<file path="config.mk">
export PLATFORM = sky130hd
export DESIGN_NAME = rsst_ctrl
export DESIGN_NICKNAME = d
export VERILOG_FILES = /design/src/rsst_pkg.sv /design/src/rsst_ctrl.sv
export SDC_FILE = /design/constraint.sdc
export NUM_CORES = 1
export LEC_CHECK = 0
export BUFFER_PORTS_ARGS = -buffer_cell sky130_fd_sc_hd__buf_2
export CORE_MARGIN = 2
export CORE_UTILIZATION = 35
export DETAILED_ROUTE_END_ITERATION = 10
export MAX_ROUTING_LAYER = met4
export PLACE_DENSITY = 0.61
export SYNTH_ARGS = -nofsm -noshare
export SYNTH_HDL_FRONTEND = slang
export SYNTH_SLANG_ARGS = --single-unit
</file>
<file path="constraint.sdc">
create_clock -name i_clk -period 4.8 [get_ports i_clk]
set_input_delay 0.48 -clock i_clk [delete_from_list [all_inputs] [get_ports i_clk]]
set_output_delay 0.48 -clock i_clk [all_outputs]
set_load 0.03 [all_outputs]
</file>
<file path="src/rsst_pkg.sv">
// shared types for the range sum segment tree: opcodes, controller states, command and status
package rsst_pkg;

    localparam int IDX_W = 10;
    localparam int SUM_W = 32;

    typedef enum logic [1:0] {
        OP_LOAD  = 2'd0,
        OP_BUILD = 2'd1,
        OP_ADD   = 2'd2,
        OP_QUERY = 2'd3
    } t_op;

    typedef enum logic [8:0] {
        S_CLEAR   = 9'b000000001,
        S_IDLE    = 9'b000000010,
        S_BUILD_L = 9'b000000100,
        S_BUILD_R = 9'b000001000,
        S_BUILD_W = 9'b000010000,
        S_UPD_RD  = 9'b000100000,
        S_UPD_WR  = 9'b001000000,
        S_Q_LO    = 9'b010000000,
        S_Q_HI    = 9'b100000000
    } t_state;

    typedef struct packed {
        logic clr_step;
        logic load;
        logic bld_init;
        logic bld_rd_l;
        logic bld_rd_r;
        logic bld_wr;
        logic upd_init;
        logic upd_rd;
        logic upd_wr;
        logic q_init;
        logic q_lo;
        logic q_hi;
        logic emit_bad;
    } t_cmd;

    typedef struct packed {
        logic clr_last;
        logic idx_ok;
        logic reversed;
        logic node_last;
        logic lo_lt_hi;
    } t_stat;

endpackage

</file>
<file path="src/rsst_ctrl.sv">
// controller state machine sequencing clear, load, build, update and query
module rsst_ctrl (
    input  logic            i_clk,
    input  logic            i_rst_n,
    input  logic            start,
    input  logic [1:0]      i_op,
    input  rsst_pkg::t_stat i_stat,
    output rsst_pkg::t_cmd  o_cmd,
    output logic            busy
);

    rsst_pkg::t_state r_state;
    rsst_pkg::t_state n_state;

    always_comb begin
        n_state = r_state;
        o_cmd   = '0;
        unique case (r_state)
            rsst_pkg::S_CLEAR: begin
                o_cmd.clr_step = 1'b1;
                if (i_stat.clr_last) begin
                    n_state = rsst_pkg::S_IDLE;
                end
            end
            rsst_pkg::S_IDLE: begin
                if (start) begin
                    unique case (rsst_pkg::t_op'(i_op))
                        rsst_pkg::OP_LOAD: begin
                            o_cmd.load = i_stat.idx_ok;
                        end
                        rsst_pkg::OP_BUILD: begin
                            o_cmd.bld_init = 1'b1;
                            n_state        = rsst_pkg::S_BUILD_L;
                        end
                        rsst_pkg::OP_ADD: begin
                            if (i_stat.idx_ok) begin
                                o_cmd.upd_init = 1'b1;
                                n_state        = rsst_pkg::S_UPD_RD;
                            end
                        end
                        rsst_pkg::OP_QUERY: begin
                            if (i_stat.reversed) begin
                                o_cmd.emit_bad = 1'b1;
                            end else begin
                                o_cmd.q_init = 1'b1;
                                n_state      = rsst_pkg::S_Q_LO;
                            end
                        end
                        default: ;
                    endcase
                end
            end
            rsst_pkg::S_BUILD_L: begin
                o_cmd.bld_rd_l = 1'b1;
                n_state        = rsst_pkg::S_BUILD_R;
            end
            rsst_pkg::S_BUILD_R: begin
                o_cmd.bld_rd_r = 1'b1;
                n_state        = rsst_pkg::S_BUILD_W;
            end
            rsst_pkg::S_BUILD_W: begin
                o_cmd.bld_wr = 1'b1;
                n_state      = i_stat.node_last ? rsst_pkg::S_IDLE : rsst_pkg::S_BUILD_L;
            end
            rsst_pkg::S_UPD_RD: begin
                o_cmd.upd_rd = 1'b1;
                n_state      = rsst_pkg::S_UPD_WR;
            end
            rsst_pkg::S_UPD_WR: begin
                o_cmd.upd_wr = 1'b1;
                n_state      = i_stat.node_last ? rsst_pkg::S_IDLE : rsst_pkg::S_UPD_RD;
            end
            rsst_pkg::S_Q_LO: begin
                o_cmd.q_lo = 1'b1;
                n_state    = i_stat.lo_lt_hi ? rsst_pkg::S_Q_HI : rsst_pkg::S_IDLE;
            end
            rsst_pkg::S_Q_HI: begin
                o_cmd.q_hi = 1'b1;
                n_state    = rsst_pkg::S_Q_LO;
            end
            default: begin
                n_state = rsst_pkg::S_IDLE;
            end
        endcase
    end

    always_ff @(posedge i_clk) begin
        if (!i_rst_n) begin
            r_state <= rsst_pkg::S_CLEAR;
        end else begin
            r_state <= n_state;
        end
    end

    assign busy = (r_state != rsst_pkg::S_IDLE);

endmodule

</file>
# Word level (Yosys, flattened, before mapping)
# Cells that the tools add are included.
# classes
reduce_logical	2
n_mux	33
eq_ne	18
# ops
operator	n
9-bit case mux with 9 select lines	1
9-bit two-way mux	5
9-bit case mux with 3 select lines	1
1-bit two-way mux	22
9-bit by 1-bit == test with 1-bit output, second input constant	1
9-bit by 2-bit == test with 1-bit output, second input constant	1
9-bit by 3-bit == test with 1-bit output, second input constant	1
9-bit by 4-bit == test with 1-bit output, second input constant	1
9-bit by 5-bit == test with 1-bit output, second input constant	1
9-bit by 6-bit == test with 1-bit output, second input constant	1
9-bit by 7-bit == test with 1-bit output, second input constant	1
9-bit by 8-bit == test with 1-bit output, second input constant	1
9-bit == test, second input constant	1
9-bit by 2-bit inequality test with 1-bit output, second input constant	1
6-bit two-way mux	1
3-bit inequality test, second input constant	2
5-bit AND reduction	1
2-bit == test, second input constant	2
2-bit two-way mux	2
2-bit inequality test, second input constant	2
4-bit by 1-bit inequality test with 1-bit output, second input constant	1
3-bit two-way mux	1
2-bit by 1-bit == test with 1-bit output, second input constant	1
2-bit logical NOT	1
# totals
regBits	9
output_inout_bits	14
word_cells	54
in_bits	10

# Logic depth before layout (Yosys ltp)
# Gate-level depths: netlist (run 1).
# logic_depth
ltp_word	4
depth_mapped	6
ltp_nobuf	6

# Least setup slack after synthesis (run 1)
# Ideal clock, no wire load.
# synth_path
path_kind	reg2out
start	register r_state[0]
end	output port o_cmd[2] (netlist bit)
arrival_ns	1.668
required_ns	4.320
setup_slack_ns	2.652
stages_incl_launch_ff	3
n_path_buf	0
cell_sequence	dfxtp_1 > or4_4 > nor3_1
# synth_rtl
element	line_no	rtl
start: declaration	rsst_ctrl.sv:12	rsst_pkg::t_state r_state;
start signal: assignment	rsst_ctrl.sv:89	r_state <= rsst_pkg::S_CLEAR;
start signal: assignment	rsst_ctrl.sv:91	r_state <= n_state;
end: declaration	rsst_ctrl.sv:8	output rsst_pkg::t_cmd o_cmd,

==> metrics, run 1 <==
max FFs per register=9; maximum vdd ir drop=0.09249 mV; Nets=between 100 and 150; synth-to-layout area growth=18.98%; post-DR vias/cell=around 5.3; total wire length=1796 microns; CTS tree=yes; CTS Sinks=9; post-synthesis cell area=roughly 800 sq um; Worst Setup SP=r_state[0]$_SDFFE_PN1P_; root buf cell=clkbuf_4; Top reg by flops=r_state; n_diodes=0; Hold Path Class=primary input to flip-flop; Seq/Total Area, Yosys=0.2297; vias in the first global route=699; Initial Util=0.3616; unrepaired setup endpoints after global routing=no; Ys Warns=0; critical path endpoint=o_cmd[7]; Peak Freq=431.0 MHz; largest net degree at the start of global routing=10; r2r setup slk=approximately 3100 ps; Distinct cells, synth=39; top_reg_cell synth=dfxtp_1; Crit Reg-Reg Endpoint=r_state[8]$_SDFFE_PN0P_; asr flop ratio synth=0; die area=2636 sq um; TNS Setup=0 ps; Remaining Overflow, GRT=0; remaining antenna violation count after routing=0; number of DRC markers in iteration 0=9; row cnt=17; critical-path cell list=or4_4 > nor4_2 > and2_1 > buf_2; kind of critical path=flip-flop to output port; H-tree levels=1; CP Data Arrival Time=between 1500 and 2000 ps; worst slew pin tran=506.0 ps; status=finished clean; fin crit share=0.4833; dpl hpwl=1420 microns; crit path time final=between 2000 and 2500 ps; die width=51.35 microns; final cell utilization of the core=0.4302; layout cell share with drive strength beyond 1=0.3274; Slew Viols, Final=0; Hold Vio Cnt, Final=0; RePlAce Congestion=0.8274; Critical Path End Type=output port; GRT Resource Usage Total=0.1591; clk slew on worst S/H paths=60 ps; Avg Inst Size Synth=8.717 sq um; Mapped Cells=90; port bufs=23; chip height=between 50 and 60 microns; FF-to-FF Start=r_state[6]$_SDFFE_PN0P_; max_cap viols=0; DR DRC count=0; Core Region=roughly 2200 sq um; IO Pins=24; Routed WL per cell=12.74 microns; final setup fails=0; R2R depth=4; leading registers by flop count=r_state x9; Post-CTS Setup Bufs=0; crit path max fanout=6; via count of the routed design=743; Clock Latency Late Sink=270 ps; slowest stage delay, CP=between 600 and 700 ps; first-pass GRT wire length=around 3000 microns; P per Cell Area=207.2 nW/um^2; Syn Nets=105; CTS resizes=0; DRT Pass-1 Iters=4; Worst slew margin=0.6579; maximum clock path buffer count=2; startpoint types=flip-flop; min-delay src=i_rst_n; initial antenna violation count=0; clock skew=around 4.1 ps; Worst path slowest cell=or4_4; required time of the worst setup path=4320 ps; Leak=0.4500 nW; EDFF count, synth=0; flops & latches, synth=9; worst hold slack=450.9 ps; Num CTS Buffers=3; CTS Hold Bufs=0
==> logic make-up (layout without fill, tap and decap cells) <==
family / after synthesis / count (layout) / share of synthesized area
and+or+nand+nor: 52 / 52 / 0.4657
AOI/OAI and AO/OA: 11 / 11 / 0.1276
buffers and inverters: 10 / 33 / 0.06379
DFF: 9 / 9 / 0.2297
adders and majority gates: 5 / 5 / 0.07974
xor gates and xnor gates: 3 / 3 / 0.03350
==> power breakdown <==
group          switching (mW)  internal (mW)
sequential            0.00424         0.0770
clock                  0.0294         0.0322
combinational          0.0304         0.0201
total                  0.0640          0.129
==> worst min-delay path by stage <==
stage / end / cells after the start
floorplan: r_state[0]$_SDFFE_PN1P_ / 1
global placement: r_state[6]$_SDFFE_PN0P_ / 2
detailed placement: r_state[6]$_SDFFE_PN0P_ / 2
CTS: r_state[0]$_SDFFE_PN1P_ / 2
global route: r_state[0]$_SDFFE_PN1P_ / 2
finish: r_state[0]$_SDFFE_PN1P_ / 2
==> final cells by class <==
cell class                 instances  area [sq um]
timing repair buffer              23         115.1
fill                             237          1236
multi-input combinational         71         554.3
tap                               28         35.03
inverter                           6         22.52
clock buffer                       4         26.28
sequential                         9         180.2
==> routing by layer <==
metal	share of wire	vias up	GRT usage
met3	0.047	5	0.03216
met2	0.48	20	0.2554
met1	0.45	340	0.1897
li1	-	378	-
met5	0	-	-
met4	0.024	0	0.07895
==> synth_stat cells (3+ instances only) <==
cell	number	area share
nor2_1	11	0.053
dfxtp_1	9	0.23
nor3b_1	4	0.038
inv_1	6	0.029
nor4b_1	7	0.078
xor2_1	3	0.033
ha_1	5	0.080
==> critical path: cells and delay by family (launching register included) <==
kind	cells	cell delay (ps)
AND/OR/NAND/NOR	3	1000
buffers and inverters	1	190
flip-flops	1	370
==> placed cells by master (no fill, tap or decap) <==
cell / synthesis / final
a22oi_1: 1 / 1
clkbuf_1: 1 / 1
nor4_1: 1 / 1
a211oi_4: 1 / 1
o21a_1: 1 / 1
and3_1: 1 / 1
and2_1: 2 / 2
nor3b_1: 4 / 4
and4_1: 2 / 2
a211o_1: 2 / 2
nand2_2: 2 / 2
a32oi_1: 2 / 2
a21oi_1: 2 / 2
or2b_2: 1 / 1
or4_4: 2 / 2
nand2b_1: 2 / 2
nor2_2: 1 / 1
nand3_1: 1 / 1
a41o_1: 1 / 1
o311a_1: 1 / 1
dfxtp_1: 9 / 9
ha_1: 5 / 5
xor2_1: 3 / 3
or3_1: 1 / 1
nand2_1: 2 / 2
nor4b_1: 7 / 7
clkbuf_4: 0 / 3
and4b_1: 2 / 2
or2b_1: 2 / 2
inv_1: 6 / 6
nor2_1: 11 / 11
nor4_2: 1 / 1
nor2b_1: 2 / 2
nor3b_2: 1 / 1
nor2_4: 1 / 1
nor4b_2: 1 / 1
nor3_1: 2 / 2
buf_2: 0 / 23
==> stage by stage <==
stage	power (mW)	std cells	setup slack (ps)	area [sq um]
2_1_floorplan	0.1186	90	2652	784.5
3_3_place_gp	0.1335	137	2767	907.1
3_5_place_dp	0.1340	137	2781	907.1
4_1_cts	0.1948	141	2488	933.4
5_1_grt	0.2065	141	2289	933.4
6_report	0.1934	141	2480	933.4
Power figures use the tool's default switching activity.
==> run 2, diff against run 1 <==
--- a/config.mk
+++ b/config.mk
@@ -10,7 +10,7 @@
 export CORE_UTILIZATION = 35
 export DETAILED_ROUTE_END_ITERATION = 10
 export MAX_ROUTING_LAYER = met4
-export PLACE_DENSITY = 0.61
+export PLACE_DENSITY = 0.63
 export SYNTH_ARGS = -nofsm -noshare
 export SYNTH_HDL_FRONTEND = slang
 export SYNTH_SLANG_ARGS = --single-unit
==> constraint.sdc (replaced) <==
create_clock -name i_clk -period 1.9 [get_ports i_clk]
set_input_delay 0.19 -clock i_clk [delete_from_list [all_inputs] [get_ports i_clk]]
set_output_delay 0.19 -clock i_clk [all_outputs]
set_load 0.03 [all_outputs]
==> metrics, run 2 (same netlist as run 1, synthesis figures left out) <==
total wire length=2060 microns (was 1796 microns); row cnt=17 (unchanged); Clock Power Share=0.298 (was 0.318); CP Data Arrival Time=1700 ps (was 1840 ps); maximum clock path buffer count=2 (unchanged); switching share of power=0.3302 (was 0.3308); met1 WL=859 microns (was 809 microns); max FFs per register=9 (unchanged); Peak Freq=527.9 MHz; WL met3=115 microns (was 85 microns); n_diodes=0 (unchanged); Top reg by flops=r_state (unchanged); DR DRC count=0 (unchanged); initial antenna violation count=0 (unchanged); final cell utilization of the core=0.5179 (was 0.4302); die width=51.35 microns (unchanged); RePlAce Congestion=0.8566 (was 0.8274); clock skew=6.107 ps (was 4.122 ps); vias in the first global route=787 (was 699); required time of the worst setup path=1710 ps (was 4320 ps); crit path time final=1894 ps; status=finished clean (unchanged); kind of critical path=flip-flop to output port (unchanged); leading registers by flop count=r_state x9 (unchanged); max_cap viols=0 (unchanged); GRT Resource Usage Total=0.1824 (was 0.1591); maximum vdd ir drop=0.2037 mV (was 0.09249 mV); most common cell after layout, fill and taps aside=buf_4 (was buf_2); number of DRC markers in iteration 0=8 (was 9); part of the power in combinational logic=0.320 (was 0.261); dpl hpwl=1467 microns (was 1420 microns); IO Pins=24 (unchanged); die area=2636 sq um (unchanged); Num CTS Buffers=3 (unchanged); met2 wire len=1035 microns (was 856 microns); CTS tree=yes (unchanged); Worst slew margin=0.6305 (was 0.6579); post-DR vias/cell=5.382 (was 5.270); remaining antenna violation count after routing=0 (unchanged); unrepaired setup endpoints after global routing=yes (was no); Remaining Overflow, GRT=0 (unchanged); TNS Setup=0 ps (unchanged); Initial Util=0.3616 (unchanged); Routed WL per cell=13.55 microns (was 12.74 microns); crit path max fanout=5 (was 6); Hold Vio Cnt, Final=0 (unchanged); worst slew pin tran=546.6 ps (was 506.0 ps); Nets=140 (was 129); largest net degree at the start of global routing=10 (unchanged); port bufs=23 (unchanged); Critical Path End Type=output port (unchanged); chip height=51.35 microns (unchanged); Slew Viols, Final=0 (unchanged); Leak=0.5221 nW (was 0.4500 nW); clk slew on worst S/H paths=60 ps (about the same); Clock Latency Late Sink=270 ps (about the same); Non-Filler Instances=152 (was 141); Core Region=2170 sq um (unchanged); Hold Path Class=primary input to flip-flop (unchanged); CTS Hold Bufs=0 (unchanged); startpoint types=flip-flop (unchanged); CTS Sinks=9 (unchanged); P per Cell Area=463.7 nW/um^2 (was 207.2 nW/um^2); Inst Count DP=140 (was 137); synth-to-layout area growth=43.22% (was 18.98%); final setup fails=0 (unchanged); first-pass GRT wire length=3436 microns (was 2987 microns); highest routed layer=met4 (unchanged); layout cell share with drive strength beyond 1=0.5000 (was 0.3274); H-tree levels=1 (unchanged); DRT Pass-1 Iters=4 (unchanged); commonest cells after routing, fill and taps aside=buf_4, buf_2, nor2_1, inv_1, nor4b_1 (was buf_2, nor2_1, dfxtp_1, nor4b_1, inv_1); root buf cell=clkbuf_4 (unchanged); Psw=0.1720 mW (was 0.06397 mW); internal power=0.3490 mW (was 0.1294 mW); fin crit share=0.9971; via count of the routed design=818 (was 743); Flop pwr share=0.382 (was 0.420)
run 2: critical path, cell delays in order (launching register included):
cell	delay, ps
dfxtp_4	350
or4_4	590
nor4_4	190
and2_4	190
buf_6	120
run 2: layer usage:
layer  global-route usage  up-vias
met5                    -        -
met4               0.1053        0
met3              0.03801        5
met2               0.3074       27
met1               0.1989      388
li1                     -      398
run 2: area by class of cell:
cell class / count / area (sq um)
clock buffers: 4 / 26.28
fillers: 219 / 1046
inverters: 6 / 22.52
multi-input cells: 71 / 610.6
flip-flops and latches: 9 / 195.2
well taps: 28 / 35.03
repair buffers: 34 / 234.0
run 2: what timing repair did:
| item | in CTS | in global routing |
|---|---|---|
| resized for setup | 17 | 17 |
| endpoints found under the setup margin | 11 | 12 |
| pin swaps | 3 | 3 |
| setup buffers | 3 | 5 |
run 2: final timing paths:
kind	startpoint	endpoint	slack [ps]	cells after the start
setup / recovery	r_state[0]$_SDFFE_PN1P_	o_cmd[7]	6	4
hold / removal	i_rst_n	r_state[0]$_SDFFE_PN1P_	170	2
setup reg to reg	r_state[0]$_SDFFE_PN1P_	r_state[1]$_SDFFE_PN0P_	150	5
hold reg to reg	r_state[2]$_SDFFE_PN0P_	r_state[4]$_SDFFE_PN0P_	610	2
run 2: metrics by stage:
stage,instance area (sq um),hold slack (ps),power [mW],setup slack [ps]
5_1_grt,1124,176.4,0.5556,-62.11
3_3_place_gp,934.6,439.0,0.3435,164.2
4_1_cts,1033,170.6,0.5097,-3.567
2_1_floorplan,789.5,251.9,0.3001,101.4
6_report,1124,170.6,0.5210,5.593
3_5_place_dp,934.6,442.2,0.3447,165.3
run 2: power groups by stage:
stage,registers (mW),logic (mW),clock network (mW)
global placement,0.206,0.137,0
detailed placement,0.206,0.139,0
finish,0.199,0.167,0.155
CTS,0.203,0.152,0.154
global route,0.200,0.182,0.174
floorplan,0.205,0.0951,0
==> run 3, diff against run 2 <==
--- a/config.mk
+++ b/config.mk
@@ -5,6 +5,7 @@
 export SDC_FILE = /design/constraint.sdc
 export NUM_CORES = 1
 export LEC_CHECK = 0
+export ABC_AREA = 1
 export BUFFER_PORTS_ARGS = -buffer_cell sky130_fd_sc_hd__buf_2
 export CORE_MARGIN = 2
 export CORE_UTILIZATION = 35
==> metrics, run 3 <==
final setup fails=0 (unchanged); Clock Latency Late Sink=260 ps (was 270 ps); CTS tree=yes (unchanged); top_reg_cell synth=dfxtp_1 (unchanged); H-tree levels=1 (unchanged); chip height=51.95 microns (was 51.35 microns); CTS Hold Bufs=0 (unchanged); crit path time final=1778 ps (was 1894 ps); largest net degree at the start of global routing=10 (unchanged); clock skew=1.196 ps (was 6.107 ps); Nets=166 (was 140); maximum vdd ir drop=0.1727 mV (was 0.2037 mV); vias in the first global route=801 (was 787); post-DR vias/cell=4.826 (was 5.382); DR DRC count=0 (unchanged); row cnt=17 (unchanged); Remaining Overflow, GRT=0 (unchanged); Slew Viols, Final=0 (unchanged); Leak=0.5857 nW (was 0.5221 nW); die area=2698 sq um (was 2636 sq um); EDFF count, synth=0 (unchanged); max FFs per register=9 (unchanged); port bufs=23 (unchanged); status=finished clean (unchanged); Hold Vio Cnt, Final=0 (unchanged); Ys Warns=0 (unchanged); max_cap viols=0 (unchanged); number of DRC markers in iteration 0=21 (was 8); maximum clock path buffer count=2 (unchanged); via count of the routed design=859 (was 818); Distinct cells, synth=22 (was 39); Routed WL per cell=11.13 microns (was 13.55 microns); synth-to-layout area growth=22.71% (was 43.22%); post-synth top area share=0.2240 (was 0.2297); most common cell after layout, fill and taps aside=inv_1 (was buf_4); cell accounting for the most synthesized area=dfxtp_1 (unchanged); Mapped Cells=123 (was 90); largest cells by area after synthesis=dfxtp_1, inv_1, nor2_4, nor2_1, ha_1 (was dfxtp_1, ha_1, nor4b_1, nor2_1, nor3b_1); flops & latches, synth=9 (unchanged); dpl hpwl=1622 microns (was 1467 microns); RePlAce Congestion=0.8414 (was 0.8566); Initial Util=0.3672 (was 0.3616); P per Cell Area=491.2 nW/um^2 (was 463.7 nW/um^2); root buf cell=clkbuf_4 (unchanged); remaining antenna violation count after routing=0 (unchanged); unrepaired setup endpoints after global routing=no (was yes); die width=51.95 microns (was 51.35 microns); fin crit share=0.9357 (was 0.9971); Top reg by flops=r_state (unchanged); Synth top cells by count=inv_1, nor2_1, nand2_1 (was nor2_1, dfxtp_1, nor4b_1); startpoint types=flip-flop (unchanged); n_diodes=0 (unchanged); Peak Freq=562.5 MHz (was 527.9 MHz); worst slew pin tran=312.0 ps (was 546.6 ps); CP Data Arrival Time=1590 ps (was 1700 ps); kind of critical path=flip-flop to output port (unchanged); Syn Nets=138 (was 105); final cell utilization of the core=0.4506 (was 0.5179); Core Region=2191 sq um (was 2170 sq um); total wire length=1982 microns (was 2060 microns); asr flop ratio synth=0 (unchanged); required time of the worst setup path=1710 ps (about the same); DRT Pass-1 Iters=4 (unchanged); Worst slew margin=0.7920 (was 0.6305); post-synthesis cell area=804.5 sq um (was 784.5 sq um); TNS Setup=0 ps (unchanged); Critical Path End Type=output port (unchanged); layout cell share with drive strength beyond 1=0.2733 (was 0.5000); Seq/Total Area, Yosys=0.2240 (was 0.2297); initial antenna violation count=0 (unchanged); commonest cells after routing, fill and taps aside=inv_1, buf_2, nor2_1, nand2_1, nand3_1 (was buf_4, buf_2, nor2_1, inv_1, nor4b_1); most numerous cell in the Yosys netlist=inv_1 (was nor2_1); CTS Sinks=9 (unchanged); clk slew on worst S/H paths=60 ps (about the same); Avg Inst Size Synth=6.541 sq um (was 8.717 sq um); IO Pins=24 (unchanged); Num CTS Buffers=3 (unchanged); GRT Resource Usage Total=0.1693 (was 0.1824); first-pass GRT wire length=3346 microns (was 3436 microns); leading registers by flop count=r_state x9 (unchanged); Hold Path Class=primary input to flip-flop (unchanged); crit path max fanout=6 (was 5)
[run 3: cell count changes after synthesis, moves of 7 or more]
cell / previous run / this run
nand2_1: 2 / 16
nand4_1: 0 / 7
nor4b_1: 7 / 0
inv_1: 6 / 28
nand3_1: 1 / 11
nor2_1: 11 / 19
[run 3: timing repair]
action,4_1_cts,5_1_grt
resized for setup,0,1
endpoints found under the setup margin,0,1
buffers inserted,0,1
[run 3: logic make-up after synthesis]
group / count (synthesis) / share of synthesized area
DFF: 9 / 0.2239
AOI/OAI and AO/OA: 9 / 0.06375
and+or+nand+nor: 71 / 0.4992
adders and majority gates: 5 / 0.07776
buffers and inverters: 29 / 0.1353
[run 3: layout make-up]
class	instances	area (sq um)
clock buffer	4	26.28
fill	241	1204
inverter	28	105.1
multi-input combinational	85	515.5
sequential	9	180.2
tap	28	35.03
timing repair buffer	24	125.1
[run 3: worst paths after layout]
kind,startpoint,end,slack (ps),cells after the start
setup / recovery,r_state[5]$_SDFFE_PN0P_,o_cmd[3],120,8
setup reg to reg,r_state[7]$_SDFFE_PN0P_,r_state[2]$_SDFFE_PN0P_,480,7
hold / removal,i_rst_n,r_state[0]$_SDFFE_PN1P_,210,2
hold reg to reg,r_state[3]$_SDFFE_PN0P_,r_state[4]$_SDFFE_PN0P_,600,2
[run 3: stage by stage]
step	worst slack (ps)	hold WS (ps)	cells	instance area, sq um	power, mW
3_3_place_gp	416.3	482.7	173	950.9	0.3367
4_1_cts	71.82	202.9	177	977.2	0.4877
2_1_floorplan	76.68	387.7	123	804.5	0.2992
5_1_grt	0.4208	212.9	178	987.2	0.5135
3_5_place_dp	367.3	474.5	173	950.9	0.3378
6_report	122.1	212.0	178	987.2	0.4849
[run 3: worst max-delay path, stage by stage (launching register included)]
cell     delay [ps]
dfxtp_1         330
nor2_4          190
nand2_2         100
nor2_4          130
nand2_4          90
nor2_4          100
inv_1            60
nor3_1          130
buf_4           190
[run 3: power by group]
| part | leakage, nW | switching (mW) | internal [mW] |
|---|---|---|---|
| clock | 0.0150 | 0.0687 | 0.0811 |
| combinational | 0.497 | 0.0880 | 0.0445 |
| sequential | 0.0733 | 0.00791 | 0.195 |
| total | 0.586 | 0.165 | 0.320 |
[run 3: metal layers]
metal / vias up / track usage / routed length [microns]
li1: 442 / - / -
met1: 383 / 0.1919 / 828
met2: 30 / 0.2911 / 1010
met3: 4 / 0.02299 / 117
met4: 0 / 0.08333 / 27
met5: - / - / 0
